<file path="config.mk">
export PLATFORM = sky130hd
export DESIGN_NAME = charge_full_confirm_monitor_core
export DESIGN_NICKNAME = d
export VERILOG_FILES = /design/src/rtl/core/cfcm_pkg.sv /design/src/rtl/core/charge_full_confirm_monitor_core.sv /design/src/rtl/core/cfcm_fifo.sv /design/src/rtl/core/cfcm_cfg.sv /design/src/rtl/core/cfcm_front.sv /design/src/rtl/core/cfcm_back.sv
export SDC_FILE = /design/constraint.sdc
export NUM_CORES = 1
export LEC_CHECK = 0
export BUFFER_PORTS_ARGS = -buffer_cell sky130_fd_sc_hd__buf_2
export CAP_MARGIN = 20
export CORE_ASPECT_RATIO = 0.8
export CORE_MARGIN = 3
export CORE_UTILIZATION = 63
export DETAILED_ROUTE_END_ITERATION = 7
export GPL_ROUTABILITY_DRIVEN = 0
export GPL_TIMING_DRIVEN = 1
export PLACE_DENSITY = 0.91
export SETUP_SLACK_MARGIN = 0.1
export SYNTH_ARGS = -nofsm -noshare
export SYNTH_HDL_FRONTEND = slang
export SYNTH_SLANG_ARGS = --single-unit
</file>
<file path="constraint.sdc">
create_clock -name i_clk -period 13 [get_ports i_clk]
set_clock_uncertainty 0.1 [all_clocks]
set_input_delay 1.3 -clock i_clk [delete_from_list [all_inputs] [get_ports i_clk]]
set_output_delay 1.3 -clock i_clk [all_outputs]
set_load 0.05 [all_outputs]
</file>
<file path="src/rtl/core/cfcm_pkg.sv">
package cfcm_pkg;

    localparam int DEF_COUNT_WIDTH = 16;
    localparam int LEVEL_W         = 8;
    localparam int THR_W           = 7;
    localparam int NEED_W          = 16;
    localparam int QUEUE_DEPTH     = 2;
    localparam int CFG_IDX_W       = 3;
    localparam int CFG_DATA_W      = 8;

    localparam logic [LEVEL_W-1:0] LEVEL_MAX      = 8'd100;
    localparam logic [LEVEL_W-1:0] LEVEL_MAX_NEXT = 8'd101;

    localparam logic [THR_W-1:0]   RST_LOW_THRESHOLD    = 7'd10;
    localparam logic [LEVEL_W-1:0] RST_FULL_THRESHOLD   = 8'd100;
    localparam logic [THR_W-1:0]   RST_HIGH_START_LEVEL = 7'd70;
    localparam logic [THR_W-1:0]   RST_NEAR_FULL_LEVEL  = 7'd90;
    localparam logic [LEVEL_W-1:0] RST_RATE_PER_PERCENT = 8'd120;
    localparam logic [LEVEL_W-1:0] RST_BASE_TIME        = 8'd150;
    localparam logic [LEVEL_W-1:0] RST_NORMAL_FACTOR    = 8'd50;
    localparam logic [LEVEL_W-1:0] RST_MIN_CONFIRM      = 8'd5;

    typedef enum logic [CFG_IDX_W-1:0] {
        CFG_LOW_THRESHOLD    = 3'd0,
        CFG_FULL_THRESHOLD   = 3'd1,
        CFG_HIGH_START_LEVEL = 3'd2,
        CFG_NEAR_FULL_LEVEL  = 3'd3,
        CFG_RATE_PER_PERCENT = 3'd4,
        CFG_BASE_TIME        = 3'd5,
        CFG_NORMAL_FACTOR    = 3'd6,
        CFG_MIN_CONFIRM      = 3'd7
    } t_cfg_idx;

    typedef struct packed {
        logic [THR_W-1:0]   low_threshold;
        logic [LEVEL_W-1:0] full_threshold;
        logic [THR_W-1:0]   high_start_level;
        logic [THR_W-1:0]   near_full_level;
        logic [LEVEL_W-1:0] rate_per_percent;
        logic [LEVEL_W-1:0] base_time;
        logic [LEVEL_W-1:0] normal_factor;
        logic [LEVEL_W-1:0] min_confirm;
    } t_cfg;

    typedef struct packed {
        logic               charger_present;
        logic [LEVEL_W-1:0] level_now;
        logic [LEVEL_W-1:0] level_filtered;
    } t_item;

    typedef struct packed {
        logic               led_red;
        logic               led_green;
        logic [LEVEL_W-1:0] shown_level;
        logic               is_charging;
        logic               is_full;
        logic               charge_changed;
        logic               level_report;
        logic               save_request;
        logic [LEVEL_W-1:0] save_value;
    } t_result;

    typedef struct packed {
        logic               charger_present;
        logic               now_ge_full;
        logic               filt_lt_full;
        logic               filt_le_low;
        logic [LEVEL_W-1:0] level_now;
        logic [LEVEL_W-1:0] level_filtered;
    } t_cmd;

endpackage

</file>
<file path="src/rtl/core/charge_full_confirm_monitor_core.sv">
// path: an item is registered in the command queue, and its result in the result queue, before it can be popped
// throughput: one item per cycle while the result queue is not full, set by the state update of the back end
// (one 8x8 multiply for the required time, then the count compare)
// reset: synchronous, active low; registers return to their defaults, all state to zero,
// both queues empty; no clearing pass, items are taken as soon as reset is released
module charge_full_confirm_monitor_core #(
    parameter int COUNT_WIDTH = cfcm_pkg::DEF_COUNT_WIDTH
) (
    input  logic                             i_clk,
    input  logic                             i_rst_n,
    input  logic                             push,
    output logic                             full,
    input  cfcm_pkg::t_item                  i_item,
    output logic                             empty,
    input  logic                             pop,
    output cfcm_pkg::t_result                o_result,
    input  logic                             valid,
    output logic                             ready,
    input  logic [cfcm_pkg::CFG_IDX_W-1:0]   i_cfg_index,
    input  logic [cfcm_pkg::CFG_DATA_W-1:0]  i_cfg_data
);
    import cfcm_pkg::*;

    t_cfg    w_cfg;
    t_cmd    w_cmd_in;
    t_cmd    w_cmd_out;
    t_result w_res_in;
    logic    w_cmd_push;
    logic    w_cmd_full;
    logic    w_cmd_empty;
    logic    w_cmd_pop;
    logic    w_res_push;
    logic    w_res_full;

    cfcm_cfg u_cfg (
        .i_clk       (i_clk),
        .i_rst_n     (i_rst_n),
        .valid       (valid),
        .ready       (ready),
        .i_cfg_index (i_cfg_index),
        .i_cfg_data  (i_cfg_data),
        .o_cfg       (w_cfg)
    );

    cfcm_front u_front (
        .i_push   (push),
        .o_full   (full),
        .i_item   (i_item),
        .i_cfg    (w_cfg),
        .i_q_full (w_cmd_full),
        .o_q_push (w_cmd_push),
        .o_cmd    (w_cmd_in)
    );

    cfcm_fifo #(
        .WIDTH ($bits(t_cmd)),
        .DEPTH (QUEUE_DEPTH)
    ) u_cmd_q (
        .i_clk   (i_clk),
        .i_rst_n (i_rst_n),
        .i_push  (w_cmd_push),
        .i_data  (w_cmd_in),
        .o_full  (w_cmd_full),
        .i_pop   (w_cmd_pop),
        .o_data  (w_cmd_out),
        .o_empty (w_cmd_empty)
    );

    cfcm_back #(
        .COUNT_WIDTH (COUNT_WIDTH)
    ) u_back (
        .i_clk       (i_clk),
        .i_rst_n     (i_rst_n),
        .i_cfg       (w_cfg),
        .i_cmd_valid (!w_cmd_empty),
        .i_cmd       (w_cmd_out),
        .o_cmd_pop   (w_cmd_pop),
        .i_res_full  (w_res_full),
        .o_res_push  (w_res_push),
        .o_res       (w_res_in)
    );

    cfcm_fifo #(
        .WIDTH ($bits(t_result)),
        .DEPTH (QUEUE_DEPTH)
    ) u_res_q (
        .i_clk   (i_clk),
        .i_rst_n (i_rst_n),
        .i_push  (w_res_push),
        .i_data  (w_res_in),
        .o_full  (w_res_full),
        .i_pop   (pop),
        .o_data  (o_result),
        .o_empty (empty)
    );

    a_leds_follow_full: assert property (@(posedge i_clk) disable iff (!i_rst_n)
        (!empty && o_result.is_charging) |->
            (o_result.led_green == o_result.is_full) && (o_result.led_red == !o_result.is_full))
        else $error("led state disagrees with full flag while charging");

    a_unplug_report: assert property (@(posedge i_clk) disable iff (!i_rst_n)
        (!empty && o_result.save_request) |->
            (o_result.level_report && o_result.charge_changed && !o_result.is_charging
             && !o_result.led_green && (o_result.save_value == o_result.shown_level)))
        else $error("unplug item inconsistent");

    a_save_value_idle: assert property (@(posedge i_clk) disable iff (!i_rst_n)
        (!empty && !o_result.save_request) |-> (o_result.save_value == '0))
        else $error("save value set without save request");

endmodule

</file>
<file path="src/rtl/core/cfcm_fifo.sv">
module cfcm_fifo #(
    parameter int WIDTH = 8,
    parameter int DEPTH = 2
) (
    input  logic             i_clk,
    input  logic             i_rst_n,
    input  logic             i_push,
    input  logic [WIDTH-1:0] i_data,
    output logic             o_full,
    input  logic             i_pop,
    output logic [WIDTH-1:0] o_data,
    output logic             o_empty
);
    localparam int PTR_W = (DEPTH > 1) ? $clog2(DEPTH) : 1;
    localparam int CNT_W = $clog2(DEPTH + 1);
    localparam logic [PTR_W-1:0] PTR_LAST = PTR_W'(DEPTH - 1);
    localparam logic [CNT_W-1:0] CNT_FULL = CNT_W'(DEPTH);

    logic [WIDTH-1:0] r_mem [DEPTH];
    logic [PTR_W-1:0] r_wr, n_wr;
    logic [PTR_W-1:0] r_rd, n_rd;
    logic [CNT_W-1:0] r_cnt, n_cnt;
    logic             w_do_push;
    logic             w_do_pop;

    assign o_full    = (r_cnt == CNT_FULL);
    assign o_empty   = (r_cnt == '0);
    assign o_data    = r_mem[r_rd];
    assign w_do_push = i_push && !o_full;
    assign w_do_pop  = i_pop && !o_empty;

    always_comb begin
        n_wr  = r_wr;
        n_rd  = r_rd;
        n_cnt = r_cnt;
        if (w_do_push) begin
            n_wr = (r_wr == PTR_LAST) ? '0 : r_wr + 1'b1;
        end
        if (w_do_pop) begin
            n_rd = (r_rd == PTR_LAST) ? '0 : r_rd + 1'b1;
        end
        if (w_do_push && !w_do_pop) begin
            n_cnt = r_cnt + 1'b1;
        end else if (w_do_pop && !w_do_push) begin
            n_cnt = r_cnt - 1'b1;
        end
    end

    always_ff @(posedge i_clk) begin
        if (!i_rst_n) begin
            r_wr  <= '0;
            r_rd  <= '0;
            r_cnt <= '0;
        end else begin
            r_wr  <= n_wr;
            r_rd  <= n_rd;
            r_cnt <= n_cnt;
        end
    end

    always_ff @(posedge i_clk) begin
        if (w_do_push) begin
            r_mem[r_wr] <= i_data;
        end
    end

endmodule

</file>
<file path="src/rtl/core/cfcm_cfg.sv">
module cfcm_cfg (
    input  logic                             i_clk,
    input  logic                             i_rst_n,
    input  logic                             valid,
    output logic                             ready,
    input  logic [cfcm_pkg::CFG_IDX_W-1:0]   i_cfg_index,
    input  logic [cfcm_pkg::CFG_DATA_W-1:0]  i_cfg_data,
    output cfcm_pkg::t_cfg                   o_cfg
);
    import cfcm_pkg::*;

    t_cfg r_cfg, n_cfg;

    assign ready = 1'b1;
    assign o_cfg = r_cfg;

    always_comb begin
        n_cfg = r_cfg;
        if (valid) begin
            case (t_cfg_idx'(i_cfg_index))
                CFG_LOW_THRESHOLD:    n_cfg.low_threshold    = i_cfg_data[THR_W-1:0];
                CFG_FULL_THRESHOLD:   n_cfg.full_threshold   = i_cfg_data;
                CFG_HIGH_START_LEVEL: n_cfg.high_start_level = i_cfg_data[THR_W-1:0];
                CFG_NEAR_FULL_LEVEL:  n_cfg.near_full_level  = i_cfg_data[THR_W-1:0];
                CFG_RATE_PER_PERCENT: n_cfg.rate_per_percent = i_cfg_data;
                CFG_BASE_TIME:        n_cfg.base_time        = i_cfg_data;
                CFG_NORMAL_FACTOR:    n_cfg.normal_factor    = i_cfg_data;
                CFG_MIN_CONFIRM:      n_cfg.min_confirm      = i_cfg_data;
                default:              n_cfg = r_cfg;
            endcase
        end
    end

    always_ff @(posedge i_clk) begin
        if (!i_rst_n) begin
            r_cfg.low_threshold    <= RST_LOW_THRESHOLD;
            r_cfg.full_threshold   <= RST_FULL_THRESHOLD;
            r_cfg.high_start_level <= RST_HIGH_START_LEVEL;
            r_cfg.near_full_level  <= RST_NEAR_FULL_LEVEL;
            r_cfg.rate_per_percent <= RST_RATE_PER_PERCENT;
            r_cfg.base_time        <= RST_BASE_TIME;
            r_cfg.normal_factor    <= RST_NORMAL_FACTOR;
            r_cfg.min_confirm      <= RST_MIN_CONFIRM;
        end else begin
            r_cfg <= n_cfg;
        end
    end

endmodule

</file>
<file path="src/rtl/core/cfcm_front.sv">
module cfcm_front (
    input  logic              i_push,
    output logic              o_full,
    input  cfcm_pkg::t_item   i_item,
    input  cfcm_pkg::t_cfg    i_cfg,
    input  logic              i_q_full,
    output logic              o_q_push,
    output cfcm_pkg::t_cmd    o_cmd
);
    import cfcm_pkg::*;

    assign o_full   = i_q_full;
    assign o_q_push = i_push && !i_q_full;

    // level compares against thresholds, done once at intake
    always_comb begin
        o_cmd.charger_present = i_item.charger_present;
        o_cmd.now_ge_full     = (i_item.level_now >= i_cfg.full_threshold);
        o_cmd.filt_lt_full    = (i_item.level_filtered < i_cfg.full_threshold);
        o_cmd.filt_le_low     = (i_item.level_filtered <= {1'b0, i_cfg.low_threshold});
        o_cmd.level_now       = i_item.level_now;
        o_cmd.level_filtered  = i_item.level_filtered;
    end

endmodule

</file>
<file path="src/rtl/core/cfcm_back.sv">
module cfcm_back #(
    parameter int COUNT_WIDTH = cfcm_pkg::DEF_COUNT_WIDTH
) (
    input  logic                i_clk,
    input  logic                i_rst_n,
    input  cfcm_pkg::t_cfg      i_cfg,
    input  logic                i_cmd_valid,
    input  cfcm_pkg::t_cmd      i_cmd,
    output logic                o_cmd_pop,
    input  logic                i_res_full,
    output logic                o_res_push,
    output cfcm_pkg::t_result   o_res
);
    import cfcm_pkg::*;

    localparam int CMP_W = (COUNT_WIDTH > NEED_W) ? COUNT_WIDTH : NEED_W;

    logic                   r_chg, n_chg;
    logic                   r_full, n_full;
    logic [COUNT_WIDTH-1:0] r_cnt, n_cnt;
    logic [LEVEL_W-1:0]     r_start, n_start;
    logic [LEVEL_W-1:0]     r_known, n_known;
    logic [LEVEL_W-1:0]     r_stored, n_stored;
    logic [LEVEL_W-1:0]     r_shown, n_shown;
    logic                   r_red, n_red;
    logic                   r_green, n_green;

    logic                   w_step;
    logic                   w_plug;
    logic [LEVEL_W-1:0]     w_start_eff;
    logic                   w_use_start;
    logic                   w_use_near;
    logic [LEVEL_W-1:0]     w_mul_a;
    logic [LEVEL_W-1:0]     w_mul_b;
    logic [NEED_W-1:0]      w_prod;
    logic [NEED_W-1:0]      w_need;
    logic                   w_full_pre;
    logic [COUNT_WIDTH-1:0] w_cnt0;
    logic [COUNT_WIDTH-1:0] w_cnt1;
    logic                   w_changed;
    logic                   w_report;

    assign w_step     = i_cmd_valid && !i_res_full;
    assign o_cmd_pop  = w_step;
    assign o_res_push = w_step;

    assign w_plug      = !r_chg;
    assign w_start_eff = w_plug ? r_known : r_start;
    assign w_use_start = (w_start_eff >= {1'b0, i_cfg.high_start_level})
                      && (w_start_eff <= LEVEL_MAX);
    assign w_use_near  = (r_known >= {1'b0, i_cfg.near_full_level})
                      && (r_known <= LEVEL_MAX);

    // required confirmation time
    always_comb begin
        if (w_use_start) begin
            w_mul_a = LEVEL_MAX - w_start_eff;
            w_mul_b = i_cfg.rate_per_percent;
        end else if (w_use_near) begin
            w_mul_a = i_cfg.base_time;
            w_mul_b = LEVEL_MAX_NEXT - r_known;
        end else begin
            w_mul_a = i_cfg.base_time;
            w_mul_b = i_cfg.normal_factor;
        end
    end

    assign w_prod = {8'd0, w_mul_a} * {8'd0, w_mul_b};
    assign w_need = (w_prod < {8'd0, i_cfg.min_confirm}) ? {8'd0, i_cfg.min_confirm} : w_prod;

    assign w_full_pre = w_plug ? (r_full && i_cmd.now_ge_full) : r_full;
    assign w_cnt0     = w_plug ? '0 : r_cnt;
    assign w_cnt1     = (w_cnt0 == {COUNT_WIDTH{1'b1}}) ? w_cnt0 : w_cnt0 + 1'b1;

    always_comb begin
        n_chg     = r_chg;
        n_full    = r_full;
        n_cnt     = r_cnt;
        n_start   = r_start;
        n_known   = r_known;
        n_stored  = r_stored;
        n_shown   = r_shown;
        n_red     = r_red;
        n_green   = r_green;
        w_changed = 1'b0;
        w_report  = 1'b0;
        if (i_cmd.charger_present) begin
            n_full  = w_full_pre;
            n_cnt   = w_cnt0;
            n_start = w_start_eff;
            if (!w_full_pre) begin
                n_shown = i_cmd.level_now;
                if (i_cmd.now_ge_full) begin
                    if (CMP_W'(w_cnt1) >= CMP_W'(w_need)) begin
                        n_full = 1'b1;
                        n_cnt  = '0;
                    end else begin
                        n_cnt = w_cnt1;
                    end
                end else begin
                    n_cnt  = '0;
                    n_full = 1'b0;
                end
            end
            if (w_plug) begin
                n_known   = r_stored;
                n_chg     = 1'b1;
                w_changed = 1'b1;
            end
            n_green = n_full;
            n_red   = !n_full;
        end else if (r_chg) begin
            n_chg     = 1'b0;
            n_shown   = i_cmd.level_filtered;
            n_start   = '0;
            w_changed = 1'b1;
            w_report  = 1'b1;
            n_full    = r_full && !i_cmd.filt_lt_full;
            n_stored  = i_cmd.level_filtered;
            n_green   = 1'b0;
            n_red     = i_cmd.filt_le_low;
        end
    end

    always_comb begin
        o_res.led_red        = n_red;
        o_res.led_green      = n_green;
        o_res.shown_level    = n_shown;
        o_res.is_charging    = n_chg;
        o_res.is_full        = n_full;
        o_res.charge_changed = w_changed;
        o_res.level_report   = w_report;
        o_res.save_request   = w_report;
        o_res.save_value     = w_report ? i_cmd.level_filtered : '0;
    end

    always_ff @(posedge i_clk) begin
        if (!i_rst_n) begin
            r_chg    <= 1'b0;
            r_full   <= 1'b0;
            r_cnt    <= '0;
            r_start  <= '0;
            r_known  <= '0;
            r_stored <= '0;
            r_shown  <= '0;
            r_red    <= 1'b0;
            r_green  <= 1'b0;
        end else if (w_step) begin
            r_chg    <= n_chg;
            r_full   <= n_full;
            r_cnt    <= n_cnt;
            r_start  <= n_start;
            r_known  <= n_known;
            r_stored <= n_stored;
            r_shown  <= n_shown;
            r_red    <= n_red;
            r_green  <= n_green;
        end
    end

endmodule
</file>
==> run metrics <==
status=finished clean; vias in the first global route=around 9800; largest net degree at the start of global routing=~110; vias per std cell=a little over 6; worst hold slack=0.3600 ns; Final Hold Vio Count=0; first-pass GRT wire length=slightly below 50000 um; Setup-failing EPs final=0; sequential area share after synthesis=0.3959; syn_area_per_cell=just under 10 um^2; HP Class=flip-flop to flip-flop; Syn-to-layout area delta=8.457%; Tot Pwr=approximately 2200 uW; reg2reg start=u_back.r_chg; synth warn=0; Clock Tree Root=clkbuf_16; height of the die=132.4 um; share of cells above drive strength 1=0.1289; DIE AREA=roughly 22000 um^2; Antenna diodes=0; Final period util=0.8133; Layout Cells excl Fill=1600; cell count after synthesis=~1300; Lkg Pwr=between 0.005 and 0.006 uW; gr ovfl total=0; CTS tree=done; Synth Cell Area=~13000 um^2; Post-synth EDFFs=84; Synth async-reset ratio=0; gr usage total=0.2773; Routed WL=between 20000 and 30000 um; Syn Nets=~1500; post-synthesis cell type count=between 70 and 80; count leader, synth=nand2_1; r2r worst-path depth=39; fmax=0.09459 GHz; Hold Path Depth=2; pwr/cell area=roughly 160 nW/um^2; Die W=164.1 um; WHS Endpoint=u_back.r_shown[6]; Hold Crit Start=u_back.r_shown[6]; Site Rows=45; post-CTS resize count=0; drt first-iter violations=between 1000 and 1500; Longest Clk Path Bufs=3; worst rel slew slack=0.3043; H-tree levels=1; Post-route DRC=0; Detail Placement HPWL=approximately 21000 um; DRT antenna net count=0; cts hold-fix bufs=0; vias=a little under 10000; clock edge transition at the registers on the reported setup and hold paths=~0.060 ns; fillers=roughly 1300; core area=19310 um^2; Worst path max stage delay=around 0.66 ns; Reg-to-Reg End=u_back.r_cnt[4]; placed instance area=between 10000 and 15000 um^2; WP data required=roughly 13 ns; Placed Cells=1559; slowest CP cell=a21oi_2; #FFs+latches synth=approximately 210; Max Slew Vio Count=0; Skew-Pair Late Insertion Delay=roughly 0.5 ns; initial antenna violation count=0; worst reg-to-reg setup slack=2.43 ns; Synth area leaders=edfxtp_1 (20%), dfxtp_1 (20%), ha_1 (10%), fa_1 (5.7%), nand2_1 (5.4%); Critical Path Fanout Max=36; CTS buffer count=21; Slew @ Worst Pin=between 1 and 1.5 ns; post-CTS setup buffers=0; Sum Neg Setup Slack=0 ns; max cap viols=0; Starting Density=0.6520; critical path arrival=about 11 ns; RSZ-0062 raised after global routing=false; I/O pins=59; clock sink count=a little over 200; Setup CP Type=flip-flop to flip-flop; clock period minus worst slack=between 10 and 15 ns; ys flop type=dfxtp_1; largest area contributor in the netlist=edfxtp_1; fin area=approximately 14000 um^2; Worst Setup End Kind=flip-flop; port bufs=57; Critical Path Source Type=flip-flop; VDD IR-drop max=~170 uV; wire length per cell=18.59 um; TritonRoute pass-1 iters=6; most instantiated cells after synthesis=nand2_1 (181), dfxtp_1 (123), ha_1 (103); top cell type's share of synthesized area=0.2003; # nets final=roughly 1500
cells in the final DEF, fill, tap and decap left out, types with 4 or more instances in the layout:
cell type and n:
nor2b_1 26, mux2i_1 37, a32o_1 11, or2_2 15, edfxtp_1 84, clkbuf_1 7
o21a_1 18, a21oi_1 46, xor2_1 13, nand4_1 17, nor3_1 21, o21ai_0 21
a21o_1 18, dfxtp_1 123, a21boi_0 47, clkbuf_16 21, a211oi_1 4, nand2_1 181
o211ai_1 21, ha_1 103, inv_1 97, mux2_2 26, nand3_1 33, clkinv_2 4
fa_1 36, a221oi_2 9, nor2_1 91, o21ai_1 10, xnor2_1 18, buf_4 6
o211a_1 9, and3_1 5, a21boi_1 10, or3_1 4, nand2b_1 15, buf_2 57
and2_1 14
area by class of cell:
class	count	area [um^2]	share of cell area
clock buffers	29	565.5	0.04141
flip-flops and latches	207	4985	0.3650
inverters	100	375.4	0.02749
multi-input cells	931	6970	0.5104
repair buffers	66	380.4	0.02785
clock inverters	9	56.30	0.004123
well taps	258	322.8	0.02364
worst max-delay path: cells and delay by family (launching register included):
family | cells | cell delay, ns
fa+ha+maj | 8 | 3.30
compound gates | 14 | 3.26
simple gates | 8 | 1.46
buf+inv | 6 | 1.00
mux | 2 | 0.81
flops | 1 | 0.31
xor+xnor | 1 | 0.26
worst max path at each step:
| stage | end | slack, ns | cells past startpoint | from |
|---|---|---|---|---|
| global route | u_back.r_cnt[1] | 1.83 | 39 | u_back.r_chg |
| floorplan | u_res_q.r_mem[0][21] | 3.74 | 41 | u_back.r_chg |
| global placement | u_back.r_cnt[4] | 2.67 | 37 | u_back.r_chg |
| detailed placement | u_back.r_cnt[4] | 2.19 | 37 | u_back.r_chg |
| finish | u_back.r_cnt[4] | 2.43 | 39 | u_back.r_chg |
| CTS | u_back.r_cnt[4] | 2.10 | 38 | u_back.r_chg |
registers in the layout (all words and copies together), names as in the netlist, named ones only:
| signal | cells |
|---|---|
| u_cmd_q.r_rd | 1 |
| u_back.r_start | 8 |
| u_cmd_q.r_cnt | 2 |
| u_back.r_shown | 8 |
| u_back.r_green | 1 |
| u_back.r_stored | 8 |
| u_back.r_known | 8 |
| u_back.r_cnt | 16 |
| u_back.r_red | 1 |
| u_back.r_chg | 1 |
| u_res_q.r_mem | 44 |
| u_cmd_q.r_wr | 1 |
| u_res_q.r_cnt | 2 |
| u_cmd_q.r_mem | 40 |
| u_cfg.o_cfg | 61 |
| u_res_q.r_wr | 1 |
| u_back.r_full | 1 |
| u_res_q.r_rd | 1 |
power by group:
group | switching [uW] | internal [uW] | total, uW
Combinational | 563 | 264 | 827
Sequential | 48.7 | 805 | 854
Clock | 251 | 307 | 558
Total | 862 | 1380 | 2240
per-layer routing:
layer / global-route usage / vias up / wire [um]
met5: 0 / - / 0
li1: - / 4565 / -
met3: 0.05696 / 101 / 2763
met4: 0.09535 / 0 / 960
met2: 0.4364 / 547 / 13420
met1: 0.3838 / 4663 / 12610
through the flow:
step	utilization	setup slack (ns)
2_1_floorplan	-	3.735
3_3_place_gp	0.6723	2.666
3_5_place_dp	0.6723	2.188
4_1_cts	0.7045	2.101
5_1_grt	0.7071	1.828
6_report	0.7071	2.428
logic make-up after synthesis:
family	synth area share
AOI/OAI and AO/OA	0.1478
xor gates and xnor gates	0.02415
adders and majority gates	0.1596
buffers and inverters	0.05118
DFF	0.3959
muxes	0.05674
other	0.0002978
and+or+nand+nor	0.1644
No activity file was read; power rests on OpenSTA's default activity.
